[src/integer_to_radix_ascii_macros.svh]
// assertion macros for the integer to radix ascii converter
`ifndef INTEGER_TO_RADIX_ASCII_MACROS_SVH
`define INTEGER_TO_RADIX_ASCII_MACROS_SVH

`ifndef SYNTHESIS
`define ITRA_ASSERT(lbl, clk_s, rstn_s, prop) \
  lbl: assert property (@(posedge clk_s) disable iff (!rstn_s) prop) \
    else $error("assertion failed");
`define ITRA_ASSERT_NEVER(lbl, clk_s, rstn_s, cond) \
  lbl: assert property (@(posedge clk_s) disable iff (!rstn_s) !(cond)) \
    else $error("forbidden condition seen");
`else
`define ITRA_ASSERT(lbl, clk_s, rstn_s, prop)
`define ITRA_ASSERT_NEVER(lbl, clk_s, rstn_s, cond)
`endif

`endif

[src/itra_pkg.sv]
// types, constants and helpers shared by the radix conversion modules
`timescale 1ns / 1ps

package itra_pkg;

  localparam int RADIX_W = 6;
  localparam int DIGIT_W = 6;
  localparam int CHAR_W  = 8;

  localparam logic [RADIX_W-1:0] RADIX_MIN = 6'd2;
  localparam logic [RADIX_W-1:0] RADIX_MAX = 6'd36;

  localparam logic [CHAR_W-1:0] CHAR_ZERO  = 8'h30;
  localparam logic [CHAR_W-1:0] CHAR_A     = 8'h61;
  localparam logic [CHAR_W-1:0] CHAR_MINUS = 8'h2d;

  localparam logic [DIGIT_W-1:0] DIGIT_DEC_MAX = 6'd9;
  localparam logic [DIGIT_W-1:0] DIGIT_TEN     = 6'd10;

  typedef enum logic [1:0] {
    ST_IDLE,
    ST_DIV,
    ST_SIGN,
    ST_EMIT
  } itra_state_t;

  typedef struct packed {
    logic load;
    logic next;
  } div_cmd_t;

  typedef struct packed {
    logic done;
    logic quo_zero;
  } div_stat_t;

  typedef struct packed {
    logic push;
    logic pop;
  } stk_cmd_t;

  function automatic logic [CHAR_W-1:0] digit_char(input logic [DIGIT_W-1:0] d);
    logic [CHAR_W-1:0] c;
    if (d > DIGIT_DEC_MAX) begin
      c = CHAR_A + CHAR_W'(d - DIGIT_TEN);
    end else begin
      c = CHAR_ZERO + CHAR_W'(d);
    end
    return c;
  endfunction

  function automatic logic [RADIX_W-1:0] sat_radix(input logic [RADIX_W-1:0] r);
    logic [RADIX_W-1:0] s;
    if (r < RADIX_MIN) begin
      s = RADIX_MIN;
    end else if (r > RADIX_MAX) begin
      s = RADIX_MAX;
    end else begin
      s = r;
    end
    return s;
  endfunction

endpackage

[src/itra_divider.sv]
// bit-serial restoring divider, one quotient bit per cycle
`timescale 1ns / 1ps

module itra_divider
  import itra_pkg::*;
#(
  parameter int VALUE_WIDTH = 32
) (
  input  logic                   clk,
  input  logic                   rst_n,
  input  div_cmd_t               cmd,
  input  logic [VALUE_WIDTH-1:0] dividend,
  input  logic [RADIX_W-1:0]     divisor,
  output div_stat_t              stat,
  output logic [DIGIT_W-1:0]     remainder
);

  localparam int CW = $clog2(VALUE_WIDTH);
  localparam logic [CW-1:0] CNT_LAST = CW'(VALUE_WIDTH - 1);

  logic [VALUE_WIDTH-1:0] work_r;
  logic [DIGIT_W-1:0]     rem_r;
  logic [RADIX_W-1:0]     base_r;
  logic [CW-1:0]          cnt_r;
  logic                   busy_r;
  logic                   done_r;

  logic [DIGIT_W:0]   shifted;
  logic [DIGIT_W+1:0] diff;
  logic               ge;

  always_comb begin
    shifted = {rem_r, work_r[VALUE_WIDTH-1]};
    diff    = {1'b0, shifted} - {2'b00, base_r};
    ge      = !diff[DIGIT_W+1];
  end

  always_ff @(posedge clk) begin
    if (!rst_n) begin
      busy_r <= 1'b0;
      done_r <= 1'b0;
      cnt_r  <= '0;
    end else begin
      done_r <= 1'b0;
      if (cmd.load || cmd.next) begin
        busy_r <= 1'b1;
        cnt_r  <= '0;
      end else if (busy_r) begin
        cnt_r <= cnt_r + 1'b1;
        if (cnt_r == CNT_LAST) begin
          busy_r <= 1'b0;
          done_r <= 1'b1;
        end
      end
    end
  end

  always_ff @(posedge clk) begin
    if (cmd.load) begin
      work_r <= dividend;
      base_r <= divisor;
      rem_r  <= '0;
    end else if (cmd.next) begin
      rem_r <= '0;
    end else if (busy_r) begin
      work_r <= {work_r[VALUE_WIDTH-2:0], ge};
      rem_r  <= ge ? diff[DIGIT_W-1:0] : shifted[DIGIT_W-1:0];
    end
  end

  assign stat.done     = done_r;
  assign stat.quo_zero = (work_r == '0);
  assign remainder     = rem_r;

endmodule

[src/itra_digit_stack.sv]
// shift-register digit stack, last digit pushed comes out first
`timescale 1ns / 1ps

module itra_digit_stack
  import itra_pkg::*;
#(
  parameter int DEPTH = 32
) (
  input  logic               clk,
  input  stk_cmd_t           cmd,
  input  logic [DIGIT_W-1:0] push_digit,
  output logic [DIGIT_W-1:0] top_digit
);

  logic [DIGIT_W-1:0] stk_r [DEPTH];

  always_ff @(posedge clk) begin
    if (cmd.push) begin
      stk_r[0] <= push_digit;
      for (int i = 1; i < DEPTH; i++) begin
        stk_r[i] <= stk_r[i-1];
      end
    end else if (cmd.pop) begin
      for (int i = 0; i < DEPTH - 1; i++) begin
        stk_r[i] <= stk_r[i+1];
      end
    end
  end

  assign top_digit = stk_r[0];

endmodule

[src/integer_to_radix_ascii.sv]
// each digit comes from one pass of the bit-serial divider
// an item of d digits gives d output characters, plus one for a sign
// the serial divider sets the rate: one quotient bit per cycle, one digit per pass
// the next item is taken once the last character is in the output register
// reset (rst_n low, synchronous) empties the output register and returns to idle
`timescale 1ns / 1ps

`include "integer_to_radix_ascii_macros.svh"

module integer_to_radix_ascii
  import itra_pkg::*;
#(
  parameter int VALUE_WIDTH = 32
) (
  input  logic        clk,
  input  logic        rst_n,
  input  logic        in_tvalid,
  output logic        in_tready,
  input  logic [39:0] in_tdata,   // value_bits[31:0], radix[37:32], zero pad[39:38]
  input  logic        in_tuser,   // signed_mode
  output logic        out_tvalid,
  input  logic        out_tready,
  output logic [7:0]  out_tdata,  // text_char[7:0]
  output logic        out_tlast
);

  localparam int NW = $clog2(VALUE_WIDTH + 1);
  localparam logic [NW-1:0] N_ONE = NW'(1);

  itra_state_t state_r, state_nxt;
  logic              neg_r;
  logic [NW-1:0]     n_r, n_nxt;
  logic              out_valid_r;
  logic [CHAR_W-1:0] out_char_r;
  logic              out_last_r;

  logic                   in_fire;
  logic                   slot_free;
  logic [VALUE_WIDTH-1:0] word;
  logic                   word_neg;
  logic [VALUE_WIDTH-1:0] mag;
  logic [RADIX_W-1:0]     base;

  div_cmd_t           div_cmd;
  div_stat_t          div_stat;
  logic [DIGIT_W-1:0] rem_digit;
  stk_cmd_t           stk_cmd;
  logic [DIGIT_W-1:0] top_digit;

  logic              out_load;
  logic [CHAR_W-1:0] char_nxt;
  logic              last_nxt;

  assign in_fire   = in_tvalid && in_tready;
  assign slot_free = !out_valid_r || out_tready;

  assign word     = VALUE_WIDTH'(in_tdata[31:0]);
  assign word_neg = in_tuser && word[VALUE_WIDTH-1];
  assign mag      = word_neg ? (~word + 1'b1) : word;
  assign base     = sat_radix(in_tdata[37:32]);

  itra_divider #(
    .VALUE_WIDTH(VALUE_WIDTH)
  ) u_div (
    .clk      (clk),
    .rst_n    (rst_n),
    .cmd      (div_cmd),
    .dividend (mag),
    .divisor  (base),
    .stat     (div_stat),
    .remainder(rem_digit)
  );

  itra_digit_stack #(
    .DEPTH(VALUE_WIDTH)
  ) u_stk (
    .clk       (clk),
    .cmd       (stk_cmd),
    .push_digit(rem_digit),
    .top_digit (top_digit)
  );

  // next state
  always_comb begin
    state_nxt = state_r;
    unique case (state_r)
      ST_IDLE: begin
        if (in_fire) state_nxt = ST_DIV;
      end
      ST_DIV: begin
        if (div_stat.done && div_stat.quo_zero) begin
          state_nxt = neg_r ? ST_SIGN : ST_EMIT;
        end
      end
      ST_SIGN: begin
        if (slot_free) state_nxt = ST_EMIT;
      end
      ST_EMIT: begin
        if (slot_free && n_r == N_ONE) state_nxt = ST_IDLE;
      end
      default: state_nxt = ST_IDLE;
    endcase
  end

  // outputs
  always_comb begin
    in_tready   = 1'b0;
    div_cmd     = '0;
    stk_cmd     = '0;
    out_load    = 1'b0;
    char_nxt    = CHAR_MINUS;
    last_nxt    = 1'b0;
    unique case (state_r)
      ST_IDLE: begin
        in_tready    = 1'b1;
        div_cmd.load = in_fire;
      end
      ST_DIV: begin
        stk_cmd.push = div_stat.done;
        div_cmd.next = div_stat.done && !div_stat.quo_zero;
      end
      ST_SIGN: begin
        out_load = slot_free;
      end
      ST_EMIT: begin
        out_load    = slot_free;
        stk_cmd.pop = slot_free;
        char_nxt    = digit_char(top_digit);
        last_nxt    = (n_r == N_ONE);
      end
      default: begin
        in_tready = 1'b0;
      end
    endcase
  end

  always_comb begin
    n_nxt = n_r;
    if (stk_cmd.push) begin
      n_nxt = n_r + 1'b1;
    end else if (stk_cmd.pop) begin
      n_nxt = n_r - 1'b1;
    end
  end

  always_ff @(posedge clk) begin
    if (!rst_n) begin
      state_r     <= ST_IDLE;
      n_r         <= '0;
      neg_r       <= 1'b0;
      out_valid_r <= 1'b0;
    end else begin
      state_r <= state_nxt;
      n_r     <= n_nxt;
      if (in_fire) neg_r <= word_neg;
      if (out_load) begin
        out_valid_r <= 1'b1;
      end else if (out_tready) begin
        out_valid_r <= 1'b0;
      end
    end
  end

  always_ff @(posedge clk) begin
    if (out_load) begin
      out_char_r <= char_nxt;
      out_last_r <= last_nxt;
    end
  end

  assign out_tvalid = out_valid_r;
  assign out_tdata  = out_char_r;
  assign out_tlast  = out_last_r;

  `ITRA_ASSERT_NEVER(a_push_pop_excl, clk, rst_n, stk_cmd.push && stk_cmd.pop)
  `ITRA_ASSERT(a_count_bound, clk, rst_n, n_r <= NW'(VALUE_WIDTH))
  `ITRA_ASSERT(a_idle_empty, clk, rst_n, in_tready |-> (n_r == '0))
  `ITRA_ASSERT(a_last_ends, clk, rst_n, (out_load && last_nxt) |=> (state_r == ST_IDLE))

endmodule
[config.mk]
export PLATFORM = sky130hd
export DESIGN_NAME = integer_to_radix_ascii
export DESIGN_NICKNAME = d
export VERILOG_FILES = /design/src/itra_pkg.sv /design/src/itra_divider.sv /design/src/itra_digit_stack.sv /design/src/integer_to_radix_ascii.sv
export VERILOG_INCLUDE_DIRS = /design/src /design/src/src
export SDC_FILE = /design/constraint.sdc
export NUM_CORES = 1
export LEC_CHECK = 0
export ABC_AREA = 1
export BUFFER_PORTS_ARGS = -buffer_cell sky130_fd_sc_hd__buf_2
export CORE_ASPECT_RATIO = 0.9
export CORE_MARGIN = 2
export CORE_UTILIZATION = 30
export DETAILED_ROUTE_END_ITERATION = 16
export SLEW_MARGIN = 20
export SYNTH_ARGS = -nofsm -noshare
export SYNTH_HDL_FRONTEND = slang
export SYNTH_SLANG_ARGS = --single-unit
[constraint.sdc]
create_clock -name clk -period 7.35 [get_ports clk]
set_input_delay 0 -clock clk [delete_from_list [all_inputs] [get_ports clk]]
set_output_delay 0 -clock clk [all_outputs]
set_load 0.05 [all_outputs]
==> results.json <==
{
  "synthTopCellsByArea": "edfxtp_1 56%, nand2_1 16%, o21ai_0 4.8%",
  "synth_fp_nets": 1450,
  "first_pass_iters": 7,
  "p_per_area_nw_per_um2": 316,
  "cts_sinks": 262,
  "fin_setup_tns_ps": 0,
  "synthAdderAreaFrac_pct": 2.31,
  "synth_area_leader_cell": "edfxtp_1",
  "post-route-period-util_pct": 39.2,
  "critPathLaunchType": "flop",
  "pwr-share-clk_pct": 29.8,
  "critPathMaxFanout": 49,
  "avgSynthCellArea_um2": 9.25,
  "antenna_found_initial": 0,
  "synth_compound_area_share_pct": 7.45,
  "fin_area_um2": 14900,
  "netlist_top_cells_count": "544 x nand2_1, 239 x edfxtp_1, 123 x o21ai_0, 110 x inv_1, 75 x nor2_1",
  "finalWorstSetupSlack_ps": 4470,
  "min_path_type": "primary input to flop",
  "drv_slew": 0,
  "ys_async_sr_fraction_pct": 0,
  "p_seq_share_pct": 46.7,
  "vias": 9317,
  "grt_pass1_vias": 8991,
  "cts_buffers": 28,
  "end_kind": "flop",
  "postRouteWirelength_um": 25500,
  "ys.flop_type": "edfxtp_1",
  "port_buffers": 53,
  "placed_cell_area_um2": 13500,
  "slew_headroom_pct": 31.4,
  "worst_ep_arrival_time_ps": 3190,
  "grt_overflow_total": 0,
  "insertion_delay_ps": 550,
  "switching_share_pct": 31.4,
  "insertedDiodeCount": 0,
  "fp.dieH_um": 200,
  "place_hpwl_um": 16100,
  "crit_path_max_incr_delay_ps": 560,
  "io_pins": 56,
  "synth_top_family_by_area": "simple AND/OR/NAND/NOR gates",
  "die-area_um2": 44300,
  "hold_viol": 0,
  "htreeDepth": 1,
  "clock_skew_ps": 7.42,
  "critPathKind": "flop to flop",
  "yosysSeqAreaShare_pct": 59.7,
  "yosysWarnings": 0,
  "start_util_pct": 30.5,
  "grt_start_max_net_pins": 115,
  "syn_inst": 1382,
  "synth_top_area_share_pct": 56.1,
  "cts_tree": "yes",
  "p_leak_nw": 6.08,
  "crit_buf_inv": 4,
  "clock-root-buffer": "clkbuf_16",
  "ant_nets": 0,
  "synthMuxAreaShare_pct": 0,
  "place_congestion": 0.848,
  "synth-edff-count": 239,
  "fmax_ghz": 0.347,
  "grt.total_usage_pct": 11.5,
  "finalWorstPathRequiredPeriod_ps": 2880,
  "final_nets": 1531,
  "status": "finished clean",
  "ys_types": 46,
  "synth-seq-cells": 262,
  "drc_errors": 0,
  "synth_area_um2": 12800,
  "critical_path_depth": 8,
  "vdd_drop_max_mv": 0.209,
  "cp_cell_sequence": "inv_1 > ha_1 > nand2_1 > buf_4 > inv_1 > nand3_1 > dlygate4sd3_1 > nand2_1",
  "synthSimpleGateAreaFrac_pct": 23.0,
  "drive_gt1_share_pct": 9.98,
  "grt_pass1_wl_um": 43100,
  "rsz0062_at_grt": "no",
  "crit_required_ps": 7650,
  "cp_slowest_cell": "inv_1",
  "drtIter0Drc": 786,
  "setup_violations": 0,
  "synth_xor_area_share_pct": 1.77,
  "rr_worst_depth": 8,
  "tightest_slew_ps": 1030,
  "p_int_mw": 3.23,
  "die_width_um": 222,
  "place_ws_ps": 4510,
  "clock_path_buffers": 3,
  "postCtsSetupBuffers": 0,
  "coreArea_um2": 41900,
  "cpLargestDelayFamily": "buffers and inverters",
  "clk_pin_slew_ps": 60,
  "worstHoldPathCells": 4,
  "wl_per_cell_um": 12.5,
  "finalPower_mw": 4.71,
  "rows": 71,
  "p_sw_mw": 1.48,
  "drv_cap": 0,
  "syn2layout_area_growth_pct": 16.7,
  "synth.most_common_cell": "nand2_1",
  "routed_via_density": 4.59,
  "combPwrFrac_pct": 23.6
}
## what timing repair did
action                     4_1_cts  5_1_grt
resized for setup                0        0
hold buffers                    45        0
setup endpoints to repair        0        0
hold endpoints to repair        54        0
## path summary, 6_finish.rpt
check / slack (ps) / start / endpoint
hold reg to reg: 460 / u_stk.stk_r[30][5] / u_stk.stk_r[31][5]
setup reg to reg: 4470 / state_r[0] / u_div.work_r[31]
hold / removal: 60 / in_tdata[12] / u_div.work_r[12]
setup / recovery: 4470 / state_r[0] / u_div.work_r[31]
## state kept, by name, indices dropped and copies added, names as in the netlist, 2 cells and up
register,cells
u_stk.stk_r,192
u_div.work_r,32
out_tdata,8
n_r,6
u_div.base_r,6
u_div.remainder,6
u_div.cnt_r,5
state_r,2
## placed cells by master, fill, tap and decap left out, types with 3 or more instances in the layout
master | Yosys | final
inv_2 | 10 | 10
clkinv_2 | 0 | 4
clkbuf_16 | 0 | 30
edfxtp_1 | 239 | 239
nor2_4 | 4 | 4
clkinv_1 | 1 | 4
inv_1 | 110 | 110
nand3_1 | 54 | 54
o21ai_1 | 9 | 9
clkbuf_1 | 19 | 7
nor2_2 | 9 | 9
buf_4 | 2 | 6
nand3_2 | 6 | 5
a21oi_1 | 30 | 29
dlygate4sd3_1 | 0 | 45
nand2_2 | 7 | 6
nand4_1 | 10 | 10
ha_1 | 22 | 22
nand2_4 | 1 | 3
xor2_1 | 17 | 17
nand2_1 | 544 | 543
buf_2 | 29 | 53
nor2_1 | 75 | 75
dfxtp_1 | 23 | 23
o21ai_0 | 123 | 122
xnor2_1 | 7 | 7
## cells by family after synthesis
| family | after synthesis |
|---|---|
| buf+inv | 175 |
| flops | 262 |
| xor+xnor | 25 |
| fa+ha+maj | 23 |
| simple gates | 719 |
| compound gates | 178 |
## tightest hold or removal path, delay by kind of cell
| kind | cells | cell delay [ps] |
|---|---|---|
| AO/OA/AOI/OAI | 1 | 170 |
| XOR/XNOR | 1 | 90 |
| buffers and inverters | 2 | 220 |
## area by class of cell
cell class | instances | area (um^2)
clock buffer | 39 | 805
clock inverter | 11 | 108
fill | 4283 | 27000
inverter | 121 | 454
multi-input combinational | 945 | 4440
sequential | 262 | 7640
tap | 547 | 684
timing repair buffer | 105 | 781
## power groups by stage
stage,registers (mW),logic (mW),clock network (mW)
after floorplan,2.26,0.814,0
after CTS,2.20,1.12,1.45
after global placement,2.22,1.07,0
after detailed placement,2.22,1.10,0
final,2.20,1.11,1.40
after global routing,2.23,1.28,1.50
## through the flow
step / cells / hold slack, ps / utilization [%]
after detailed placement: 1935 / 199 / 32.3
after global routing: 2030 / 108 / 35.6
after floorplan: 1382 / 167 / -
final: 2030 / 57.0 / 35.6
after global placement: 1935 / 198 / 32.3
after CTS: 2030 / 33.2 / 35.6
## metal layers
metal	track usage [%]	routed length [um]	part of all wire (%)
met1	16.0	12600	49
met2	18.6	11300	44
met3	2.15	1060	4.2
met4	3.05	538	2.1
met5	0	0	0
Power figures use the tool's default switching activity.
